$ cat src/hdl/cpu_utilization_monitor_core_assert.svh
// assertion macros for the cpu utilization monitor
// used by modules that include this header; expects i_clk and i_rst_n in scope
`ifndef CPU_UTILIZATION_MONITOR_CORE_ASSERT_SVH
`define CPU_UTILIZATION_MONITOR_CORE_ASSERT_SVH

// same-cycle implication
`define CPUM_ASSERT_NOW(lbl, ante, cons, msg) \
    lbl: assert property (@(posedge i_clk) disable iff (!i_rst_n) (ante) |-> (cons)) \
        else $error(msg);

// next-cycle implication
`define CPUM_ASSERT_NEXT(lbl, ante, cons, msg) \
    lbl: assert property (@(posedge i_clk) disable iff (!i_rst_n) (ante) |=> (cons)) \
        else $error(msg);

`endif

$ cat src/hdl/cpum_pkg.sv
// shared types and constants for the cpu utilization monitor
// no dependencies
package cpum_pkg;
    localparam int MAX_CPUS   = 64;
    localparam int IDX_W      = 6;
    localparam int CNT_W      = 64;
    localparam int SHARE_W    = 16;
    localparam int PCT_W      = 7;
    localparam int MULT_W     = 17;
    localparam int ENTRY_W    = 3 * CNT_W;
    localparam int RAM_AW     = (MAX_CPUS > 1) ? $clog2(MAX_CPUS) : 1;

    localparam logic [MULT_W-1:0]  MULT_SHARE = MULT_W'(65536);
    localparam logic [MULT_W-1:0]  MULT_PCT   = MULT_W'(100);
    localparam logic [SHARE_W-1:0] SAT_SHARE  = SHARE_W'(65535);
    localparam logic [SHARE_W-1:0] SAT_PCT    = SHARE_W'(100);

    // request to the scaled divider
    typedef struct packed {
        logic [CNT_W-1:0]   a;
        logic               a_carry;
        logic [MULT_W-1:0]  m;
        logic [CNT_W-1:0]   t;
        logic [SHARE_W-1:0] sat;
    } t_div_req;
endpackage

$ cat src/hdl/cpum_div.sv
// bit-serial scaled divider: floor(a*m/t), with zero and saturation cases
// depends on cpum_pkg
module cpum_div (
    input  logic                      i_clk,
    input  logic                      i_rst_n,
    input  logic                      i_start,
    input  cpum_pkg::t_div_req        i_req,
    output logic                      o_busy,
    output logic                      o_done,
    output logic [cpum_pkg::SHARE_W-1:0] o_q
);
    import cpum_pkg::*;

    logic                r_busy, r_ph, r_done;
    logic [CNT_W-1:0]    r_r, r_a, r_t;
    logic [MULT_W-1:0]   r_q, r_m;
    logic [4:0]          r_bit;
    logic [SHARE_W-1:0]  r_res;

    logic [CNT_W:0]      sh, s;
    logic [CNT_W-1:0]    n_r;
    logic [MULT_W-1:0]   n_q;

    always_comb begin
        sh  = {r_r, 1'b0};
        s   = {1'b0, r_r} + {1'b0, r_a};
        n_r = r_r;
        n_q = r_q;
        if (!r_ph) begin
            if (sh[CNT_W] || sh[CNT_W-1:0] >= r_t) begin
                n_r = sh[CNT_W-1:0] - r_t;
                n_q = {r_q[MULT_W-2:0], 1'b1};
            end else begin
                n_r = sh[CNT_W-1:0];
                n_q = {r_q[MULT_W-2:0], 1'b0};
            end
        end else if (r_m[r_bit]) begin
            if (s[CNT_W] || s[CNT_W-1:0] >= r_t) begin
                n_r = s[CNT_W-1:0] - r_t;
                n_q = r_q + MULT_W'(1);
            end else begin
                n_r = s[CNT_W-1:0];
            end
        end
    end

    always_ff @(posedge i_clk) begin
        if (!i_rst_n) begin
            r_busy <= 1'b0;
            r_done <= 1'b0;
            r_ph   <= 1'b0;
        end else begin
            if (i_start && !r_busy) begin
                r_a   <= i_req.a;
                r_t   <= i_req.t;
                r_m   <= i_req.m;
                r_r   <= '0;
                r_q   <= '0;
                r_bit <= 5'(MULT_W - 1);
                r_ph  <= 1'b0;
                if (i_req.t == '0) begin
                    r_res  <= '0;
                    r_done <= 1'b1;
                end else if (i_req.a_carry || i_req.a >= i_req.t) begin
                    r_res  <= i_req.sat;
                    r_done <= 1'b1;
                end else begin
                    r_busy <= 1'b1;
                    r_done <= 1'b0;
                end
            end else if (r_busy) begin
                r_r <= n_r;
                r_q <= n_q;
                r_ph <= !r_ph;
                if (r_ph && r_bit == '0) begin
                    r_busy <= 1'b0;
                    r_done <= 1'b1;
                    r_res  <= n_q[SHARE_W-1:0];
                end else begin
                    r_done <= 1'b0;
                    if (r_ph) begin
                        r_bit <= r_bit - 5'd1;
                    end
                end
            end else begin
                r_done <= 1'b0;
            end
        end
    end

    assign o_busy = r_busy;
    assign o_done = r_done;
    assign o_q    = r_res;
endmodule

$ cat config.mk
export PLATFORM = sky130hd
export DESIGN_NAME = cpum_div
export DESIGN_NICKNAME = d
export VERILOG_FILES = /design/src/hdl/cpu_utilization_monitor_core_assert.svh /design/src/hdl/cpum_pkg.sv /design/src/hdl/cpum_div.sv
export SDC_FILE = /design/constraint.sdc
export NUM_CORES = 1
export LEC_CHECK = 0
export ABC_CLOCK_PERIOD_IN_PS = 8000
export BUFFER_PORTS_ARGS = -buffer_cell sky130_fd_sc_hd__buf_2
export CAP_MARGIN = 20
export CORE_UTILIZATION = 35
export CTS_BUF_LIST = sky130_fd_sc_hd__clkbuf_16
export DETAILED_ROUTE_END_ITERATION = 10
export PLACE_DENSITY = 0.54
export SYNTH_ARGS = -nofsm -noshare
export SYNTH_HDL_FRONTEND = slang
export SYNTH_SLANG_ARGS = --single-unit
$ cat constraint.sdc
create_clock -name i_clk -period 8 [get_ports i_clk]
set_input_delay 1.2 -clock i_clk [delete_from_list [all_inputs] [get_ports i_clk]]
set_output_delay 1.2 -clock i_clk [all_outputs]
set_load 0.1 [all_outputs]
== Yosys cells after proc, flatten, opt, wreduce, memory -nomap -nowiden ==
Index checks and enable logic that the tools add are counted.

* Word-level logic and storage cells: 77
* Register bits after elaboration: 250
* Output and inout port bits: 18
* Input port bits: 165

* Bitwise gates (word level): 1
* $lt $le $gt $ge: 4
* Add/subtract/negate cells: 5
* Muxes and demuxes: 30
* Eq/ne operators: 6
* Reductions and logical operators: 20

{| class="wikitable"
|+ Operators with widths
! kind !! number
|-
| $mux 64 || 5
|-
| $ge 64x64->1 || 3
|-
| $sub 64x64->64 || 2
|-
| $mux 16 || 5
|-
| $mux 17 || 4
|-
| $add 64x64->65 || 1
|-
| $logic_not 64->1 || 1
|-
| $add 17x1->17 const B || 1
|-
| $mux 5 || 3
|-
| $mux 1 || 12
|-
| $reduce_and 4->1 || 3
|-
| $ne 3x1->1 const B || 3
|-
| $lt 5x6->1 const B || 1
|-
| $ne 2x2->1 const B || 3
|-
| $reduce_and 2->1 || 3
|-
| $reduce_bool 2->1 || 3
|-
| $bmux 1 s5 || 1
|-
| $logic_not 5->1 || 1
|-
| $sub 5x1->5 const B || 1
|-
| $logic_or 1x1->1 || 3
|-
| $reduce_and 3->1 || 1
|-
| $logic_and 1x1->1 || 2
|-
| $logic_not 1->1 || 2
|-
| $reduce_or 2->1 || 1
|-
| $not 1->1 || 1
|}

== Depth between registers and ports, before layout ==
Gate-level depths: netlist of run 1.

* Word-level depth: 9
* Mapped depth: 27
* Gate-level depth less buffers: 24

== Worst setup path after synthesis of run 1 ==
No wires, ideal clock.

* Kind: reg-to-reg
* Start point: reg r_r[4]
* End point: reg r_r[20], data pin
* Buffers on the path: 2
* Setup time: 0.269 ns
* Clock period less this slack: 5.851 ns
* Stages on the path, launching flop included: 25
* Setup slack: 2.149 ns
* Arrival time: 5.582 ns
* Required time: 7.731 ns
* Cell sequence: edfxtp_1 ha_1 o211ai_1 o21ai_0 o2111ai_1 o211ai_1 a31oi_1 o41ai_1 a21oi_1 o31a_1 o21ai_0 xor2_1 ha_1 and2_1 and3_1 nand3_1 a21oi_1 nor4_1 o221ai_2 nor3_1 clkbuf_1 clkbuf_1 nor2_1 a211oi_1 nor3_1

* Cells in the longest elaborated chain, start to end: 7
* Elaborated cells on any way between the ends: 12
* Those cells by class: add/sub: 3; order compare: 2; mux: 5; reduce/logical: 2

{| class="wikitable"
|+ RTL lines
! element !! line !! source
|-
| start, declared || cpum_div.sv:15 || <nowiki>logic [CNT_W-1:0] r_r, r_a, r_t;</nowiki>
|-
| start signal, assigned || cpum_div.sv:72 || <nowiki>r_r <= n_r;</nowiki>
|-
| $add 64x64->65 || cpum_div.sv:26 || <nowiki>s = {1'b0, r_r} + {1'b0, r_a};</nowiki>
|-
| $ge 64x64->1 || cpum_div.sv:38 || <nowiki>if (s[CNT_W] || s[CNT_W-1:0] >= r_t) begin</nowiki>
|-
| $logic_or 1x1->1 || cpum_div.sv:38 ||
|-
| $mux 64 || cpum_div.sv:38 ||
|-
| $mux 64 || cpum_div.sv:37 || <nowiki>end else if (r_m[r_bit]) begin</nowiki>
|-
| $mux 64 * || cpum_div.sv:29 || <nowiki>if (!r_ph) begin</nowiki>
|-
| $mux 64 * || cpum_div.sv:71 || <nowiki>end else if (r_busy) begin</nowiki>
|}

Every way passes the cells marked *; elsewhere a longest branch is shown, timed or not. The select of a mux whose other input is x is not followed.
A chain may end at the register's enable or synchronous reset.

== Final worst setup path of run 1 ==
* Start point: reg r_r[39]
* End point: reg r_r[63], data pin

The elaborated chain is that of the path after synthesis.

==> results of run 1 <==
-- layer usage --
layer,vias to the layer above,track usage [%],part of all wire [%]
li1,10840,-,-
met1,11150,36.56,46
met2,1081,39.53,43
met3,148,4.301,7.7
met4,2,9.126,3.4
met5,-,0,0.013
-- kinds of logic after synthesis --
kind of cell             count (synthesis)  synth area share (%)
multiplexers                            21                 1.109
adder cells (fa/ha/maj)                261                 13.82
AO/OA/AOI/OAI                          990                 26.05
flip-flops                             249                 31.29
XOR/XNOR                               185                 6.809
AND/OR/NAND/NOR                        801                 15.81
buffers and inverters                  322                 5.110
-- power groups by stage --
stage	sequential, mW	clock (mW)	combinational, mW
finish	1.65	1.62	3.30
CTS	1.65	1.65	3.22
detailed placement	1.68	0	3.19
global route	1.66	1.69	3.57
floorplan	1.67	0	2.25
global placement	1.68	0	3.19
-- registers in the layout, indices dropped and copies added (netlist names) --
name    cells
o_busy      1
o_done      1
o_q        16
r_a        64
r_bit       5
r_m        17
r_ph        1
r_q        16
r_r        64
r_t        64
-- stage by stage --
stage / setup slack [ns] / instance area [um2] / hold slack (ns)
after floorplan: 2.149 / 23800 / 0.5864
after global placement: 1.070 / 25640 / 0.6164
after detailed placement: 0.9795 / 25660 / 0.6537
after CTS: 0.9484 / 26810 / 0.6594
after global routing: 0.4205 / 26810 / 0.6791
final: 0.7923 / 26820 / 0.6605
-- cell usage after synthesis, drive strengths merged (61+ instances only) --
| master | count | share of area, % |
|---|---|---|
| nor3 | 61 | 1.3 |
| a21o | 103 | 3.2 |
| nor2 | 239 | 3.8 |
| a211oi | 78 | 2.5 |
| nand4 | 74 | 1.9 |
| ha | 258 | 14 |
| nand2 | 220 | 3.5 |
| o21ai | 195 | 4.1 |
| clkbuf | 110 | 1.7 |
| edfxtp | 246 | 31 |
| inv | 204 | 3.2 |
| xnor2 | 113 | 4.2 |
| a21oi | 356 | 7.5 |
| xor2 | 72 | 2.6 |
-- area by class of cell --
| cell class | count | share of cell area [%] |
|---|---|---|
| multi-input combinational | 2258 | 56.58 |
| sequential | 249 | 27.78 |
| timing repair buffer | 212 | 4.375 |
| tap | 873 | 4.072 |
| clock buffer | 35 | 3.265 |
| inverter | 204 | 2.855 |
| clock inverter | 29 | 1.026 |
| antenna | 5 | 0.04665 |
-- final timing paths --
check / startpoint / endpoint / cells past startpoint
hold reg to reg: o_busy$_SDFFE_PN0P_ / o_busy$_SDFFE_PN0P_ / 2
setup / recovery: r_r[39]$_SDFFCE_PP0P_ / r_r[63]$_SDFFCE_PP0P_ / 23
setup reg to reg: r_r[39]$_SDFFCE_PP0P_ / r_r[63]$_SDFFCE_PP0P_ / 23
hold / removal: o_busy$_SDFFE_PN0P_ / o_busy$_SDFFE_PN0P_ / 2
-- tightest hold or removal path: cells and delay by family (launching register included) --
family           cells  cell delay [ns]
AO/OA/AOI/OAI        1             0.07
AND/OR/NAND/NOR      1             0.10
flip-flops           1             0.43
==> impl_metrics.csv, run 1 <==
group,metric,value,unit
detailed_routing,drt_wl_total,91770,um
critical_path,crit_chain,"ha_1, nand4_1, nor4_1, nand2_1, nor2_1, o211ai_1, a211oi_1, o22ai_1, o31a_1, xnor2_1, ha_1, a21oi_1, o21ai_0, a211oi_1, nor2_1, nor4_1, o221ai_2, nor3_2, buf_4, and3_1, and3_1, mux2i_1, nand4_1",
yosys,synth_edf_count,246,
cts,insertion_delay,0.58,ns
cts,cts_setup_buffers,0,
cts,clockBufferDepth,3,
yosys,syn_area_per_cell,8.412,um2
critical_path,reg2reg_slack,0.79,ns
yosys,synth_ff_type,"edfxtp_1",
floorplan,die_y,262.8,um
detailed_routing,final_antenna_net_count,0,
timing,setup-tns-final,0,ns
place,io_buffers,182,
detailed_routing,routedWlPerCell,23.74,um
pwr,p_total,6.574,mW
pwr,comb_power_share,50.2,%
critical_path,worstSetupStartpointType,"flop",
floorplan,core,67280,um2
cts,cts_buffers,35,
cts,cts-root-buf,"clkbuf_16",
detailed_routing,detailroute.via_count,23230,
yosys,synth_cell_types,73,
critical_path,slowest_stage,"edfxtp_1",
yosys,syn_inst,2829,
critical_path,worstPathArrival,7.63,ns
floorplan,die_width,262.8,um
run_status,run_status,"completed",
pwr,switching_share,43.97,%
critical_path,cp_slowest_stage_delay,0.54,ns
cts,htree_levels,2,
layout,layout_commonest_cell,"a21oi_1",
floorplan,die_area,69040,um2
timing,fin_crit,7.208,ns
yosys,seq_area_frac_synth,31.29,%
floorplan,fp-row-count,95,
layout,regArea,7451,um2
pwr,seq_power_share,25.2,%
place,dp_cells,3796,
grt,antenna_found_initial,5,
yosys,synth_area,23800,um2
cts,cts_tree,"yes",
detailed_routing,drt_iter0_drc,2185,
cts,cts_resized,0,
timing,relSlewSlack,16.98,%
grt,grt_usage,25.86,%
place,hpwl,73660,um
cts,cts.sinks,249,
detailed_routing,drt_first_pass_iters,5,
pwr,leakage,11.14,nW
floorplan,initial_core_util,35.37,%
layout,post_route_cells_drive_above_1_share,10.08,%
critical_path,cp_max_fo,8,
yosys,synth_nets,3255,
layout,nets,3386,
pwr,power.density,245.1,nW/um2
pwr,switchingPower,2.890,mW
layout,final_cells,3865,
yosys,yosys_warnings,0,
critical_path,cpLargestDelayFamily,"simple AND/OR/NAND/NOR gates",
critical_path,cp-end-kind,"flop",
timing,fmax,138.7,MHz
pwr,pwr-share-clk,24.6,%
timing,worst_slew_pin_slew,1.234,ns
floorplan,io_pins,183,
timing,setup_violations,0,
pwr,ir_drop,0.1214,mV
timing,finalClockSkew,0.02980,ns
flow_run,maxCapViolCount,0,
detailed_routing,route.detailed.drc,0,
detailed_routing,vias_per_cell,6.009,
critical_path,cp_num_buf_inv,1,
pwr,intPower,3.684,mW
timing,timing_hold_violations_final,0,
critical_path,criticalPathCategory,"flop to flop",
grt,grt_pass1_vias,22130,
cts,ctsHoldBuffers,0,
layout,fill_cells,6841,
worst_hold_path,hp-class,"flop to flop",
place,place_congestion,0.9785,
layout,multiInputGateArea,15180,um2
timing,min_period_over_period,90.10,%
layout,fin_util,39.87,%
cts,cts.clk_slew.worst_paths,0.06,ns
critical_path,cp.required,8.42,ns
layout,area.growth.synth_to_final,12.71,%
grt,grt_pass1_wl,137100,um
grt,overflow,0,
layout,final_cell_mix,"a21oi_1 (356), ha_1 (258), edfxtp_1 (246)",
grt,grt_max_degree,75,
timing,slew_viol_final,0,
yosys,synth-seq-cells,249,
timing,rsz0062_at_grt,"false",
yosys,async_flop_share,0,%
Power figures use the tool's default switching activity.
==> run 2, diff against run 1 <==
--- a/config.mk
+++ b/config.mk
@@ -12,6 +12,7 @@
 export CTS_BUF_LIST = sky130_fd_sc_hd__clkbuf_16
 export DETAILED_ROUTE_END_ITERATION = 10
 export PLACE_DENSITY = 0.54
+export REMOVE_ABC_BUFFERS = 1
 export SYNTH_ARGS = -nofsm -noshare
 export SYNTH_HDL_FRONTEND = slang
 export SYNTH_SLANG_ARGS = --single-unit
==> impl_metrics.csv, run 2 (same netlist as run 1, synthesis figures left out) <==
group,metric,value,unit
floorplan,fp-row-count,95,
floorplan,io_pins,183,
place,hpwl,77470,um
layout,fill_cells,6914,
floorplan,initial_core_util,35.37,%
worst_hold_path,whs_path_depth,2,
detailed_routing,drt_iter0_drc,2643,
detailed_routing,drt-met1-wl,43370,um
timing,slew_viol_final,0,
grt,grt_pass1_wl,139200,um
critical_path,slowest_stage,"o31ai_1",
pwr,power.density,245.7,nW/um2
flow_run,maxCapViolCount,0,
layout,nets,3380,
floorplan,die_width,262.8,um
grt,antenna_found_initial,1,
detailed_routing,top_layer_used,"met4",
detailed_routing,route.detailed.drc,0,
timing,relSlewSlack,24.67,%
critical_path,rr_endpoint,"r_r[62]$_SDFFCE_PP0P_",
floorplan,die_area,69040,um2
critical_path,cpLargestDelayFamily,"compound AO/OA/AOI/OAI gates",
critical_path,cp_num_buf_inv,2,
critical_path,cp_max_fo,15,
cts,cts.sinks,249,
grt,overflow,0,
layout,layout_commonest_cell,"a21oi_1",
critical_path,cp_slowest_stage_delay,0.68,ns
layout,reg_top3,"r_a x64, r_r x64, r_t x64",
worst_hold_path,worstHoldStart,"r_bit[3]$_SDFFCE_PP0P_",
grt,grt_max_degree,65,
timing,timing_hold_violations_final,0,
detailed_routing,dr_wl_met3,10330,um
run_status,run_status,"completed",
pwr,ir_drop,0.1719,mV
place,io_buffers,182,
cts,cts_buffers,36,
detailed_routing,detailroute.via_count,23210,
critical_path,cp.required,8.44,ns
grt,grt_usage,26.83,%
critical_path,cp-end-kind,"flop",
critical_path,crit_chain,"ha_1, o211ai_1, o21ai_0, buf_4, o2111ai_1, o31ai_1, o211ai_1, a211oi_1, o22ai_1, o31a_1, xnor2_1, ha_1, a21oi_1, o21ai_0, a211oi_1, nor2_1, nor4_1, o221ai_2, nor3_2, buf_4, nand2b_1, nor2_1, nor3_1, o221a_2",
timing,finalClockSkew,0.02325,ns
cts,cts_setup_buffers,0,
cts,cts-root-buf,"clkbuf_16",
detailed_routing,vias_per_cell,6.021,
layout,area.growth.synth_to_final,12.46,%
cts,cts.clk_slew.worst_paths,0.06,ns
floorplan,die_y,262.8,um
detailed_routing,drt_first_pass_iters,8,
cts,htree_levels,2,
detailed_routing,drt_wl_total,95460,um
critical_path,reg2regPathDepth,24,
layout,post_route_cells_drive_above_1_share,9.832,%
cts,cts_tree,"yes",
cts,clockBufferDepth,3,
floorplan,core,67280,um2
cts,insertion_delay,0.57,ns
place,place_congestion,1.024,
layout,final_cell_mix,"a21oi_1 (356), ha_1 (258), edfxtp_1 (246)",
timing,setup_violations,0,
detailed_routing,routedWlPerCell,24.77,um
timing,fmax,141.5,MHz
detailed_routing,final_antenna_net_count,0,
critical_path,regToRegStartpoint,"r_r[2]$_SDFFCE_PP0P_",
critical_path,worstSetupStartpointType,"flop",
worst_hold_path,min_to,"r_bit[3]$_SDFFCE_PP0P_",
timing,min_period_over_period,88.33,%
cts,cts_resized,0,
timing,rsz0062_at_grt,"false",
grt,grt_pass1_vias,21920,
cts,ctsHoldBuffers,0,
detailed_routing,wl_met2,39110,um
worst_hold_path,hp-class,"flop to flop",
timing,worst_slew_pin_slew,1.130,ns
layout,fin_area,26760,um2
place,placed_area,25570,um2
pwr,leakage,11.10,nW
timing,fin_crit,7.066,ns
timing,hold-worst-slack,0.6707,ns
critical_path,criticalPathCategory,"flop to flop",
critical_path,worstPathArrival,7.50,ns
critical_path,reg2reg_slack,0.93,ns
layout,fin_util,39.78,%
[run 2: worst max-delay path by stage]
stage,from,end,cells after the start
after floorplan,r_r[4]$_SDFFCE_PP0P_,r_r[36]$_SDFFCE_PP0P_,22
after global placement,r_r[0]$_SDFFCE_PP0P_,o_q[15]$_DFFE_PP_,24
after detailed placement,r_r[2]$_SDFFCE_PP0P_,o_q[15]$_DFFE_PP_,24
after CTS,r_r[2]$_SDFFCE_PP0P_,o_q[15]$_DFFE_PP_,24
after global routing,r_r[2]$_SDFFCE_PP0P_,r_r[62]$_SDFFCE_PP0P_,24
final,r_r[2]$_SDFFCE_PP0P_,r_r[62]$_SDFFCE_PP0P_,24
[run 2: area by class of cell]
cell class	count	area, um2	area share [%]
Antenna cell	1	2.502	0.009350
Clock inverter	27	232.7	0.8696
Clock buffer	37	925.9	3.460
Multi-Input combinational cell	2258	15180	56.71
Sequential cell	249	7451	27.84
Tap cell	873	1092	4.081
Timing Repair Buffer	205	1116	4.170
Inverter	204	765.7	2.861
[run 2: tightest hold or removal path, delay by kind of cell (launching register included)]
kind	cells	cell delay, ns
simple gates	1	0.07
flops	1	0.39
xor+xnor	1	0.09
[run 2: routing by layer]
layer,GRT usage [%],vias to the layer above
met2,38.78,1088
met5,0,-
met4,7.647,0
li1,-,10810
met3,8.030,132
met1,38.20,11180
[run 2: report_power, final]
group | internal [mW] | switching [mW] | total [mW] | leakage, nW
Sequential | 1.57 | 0.102 | 1.67 | 2.35
Combinational | 1.17 | 2.14 | 3.30 | 8.19
Clock | 0.914 | 0.690 | 1.60 | 0.568
Total | 3.65 | 2.93 | 6.58 | 11.1
[run 2: through the flow]
step                      cells  TNS (ns)  worst slack (ns)  total power [mW]
after CTS                  3851         0            0.9784             6.503
after global routing       3853         0            0.5426             6.922
final                      3854         0            0.9336             6.577
after global placement     3787         0             1.060             4.901
after floorplan            2711   -142.99            -3.156             3.913
after detailed placement   3787         0             1.037             4.878
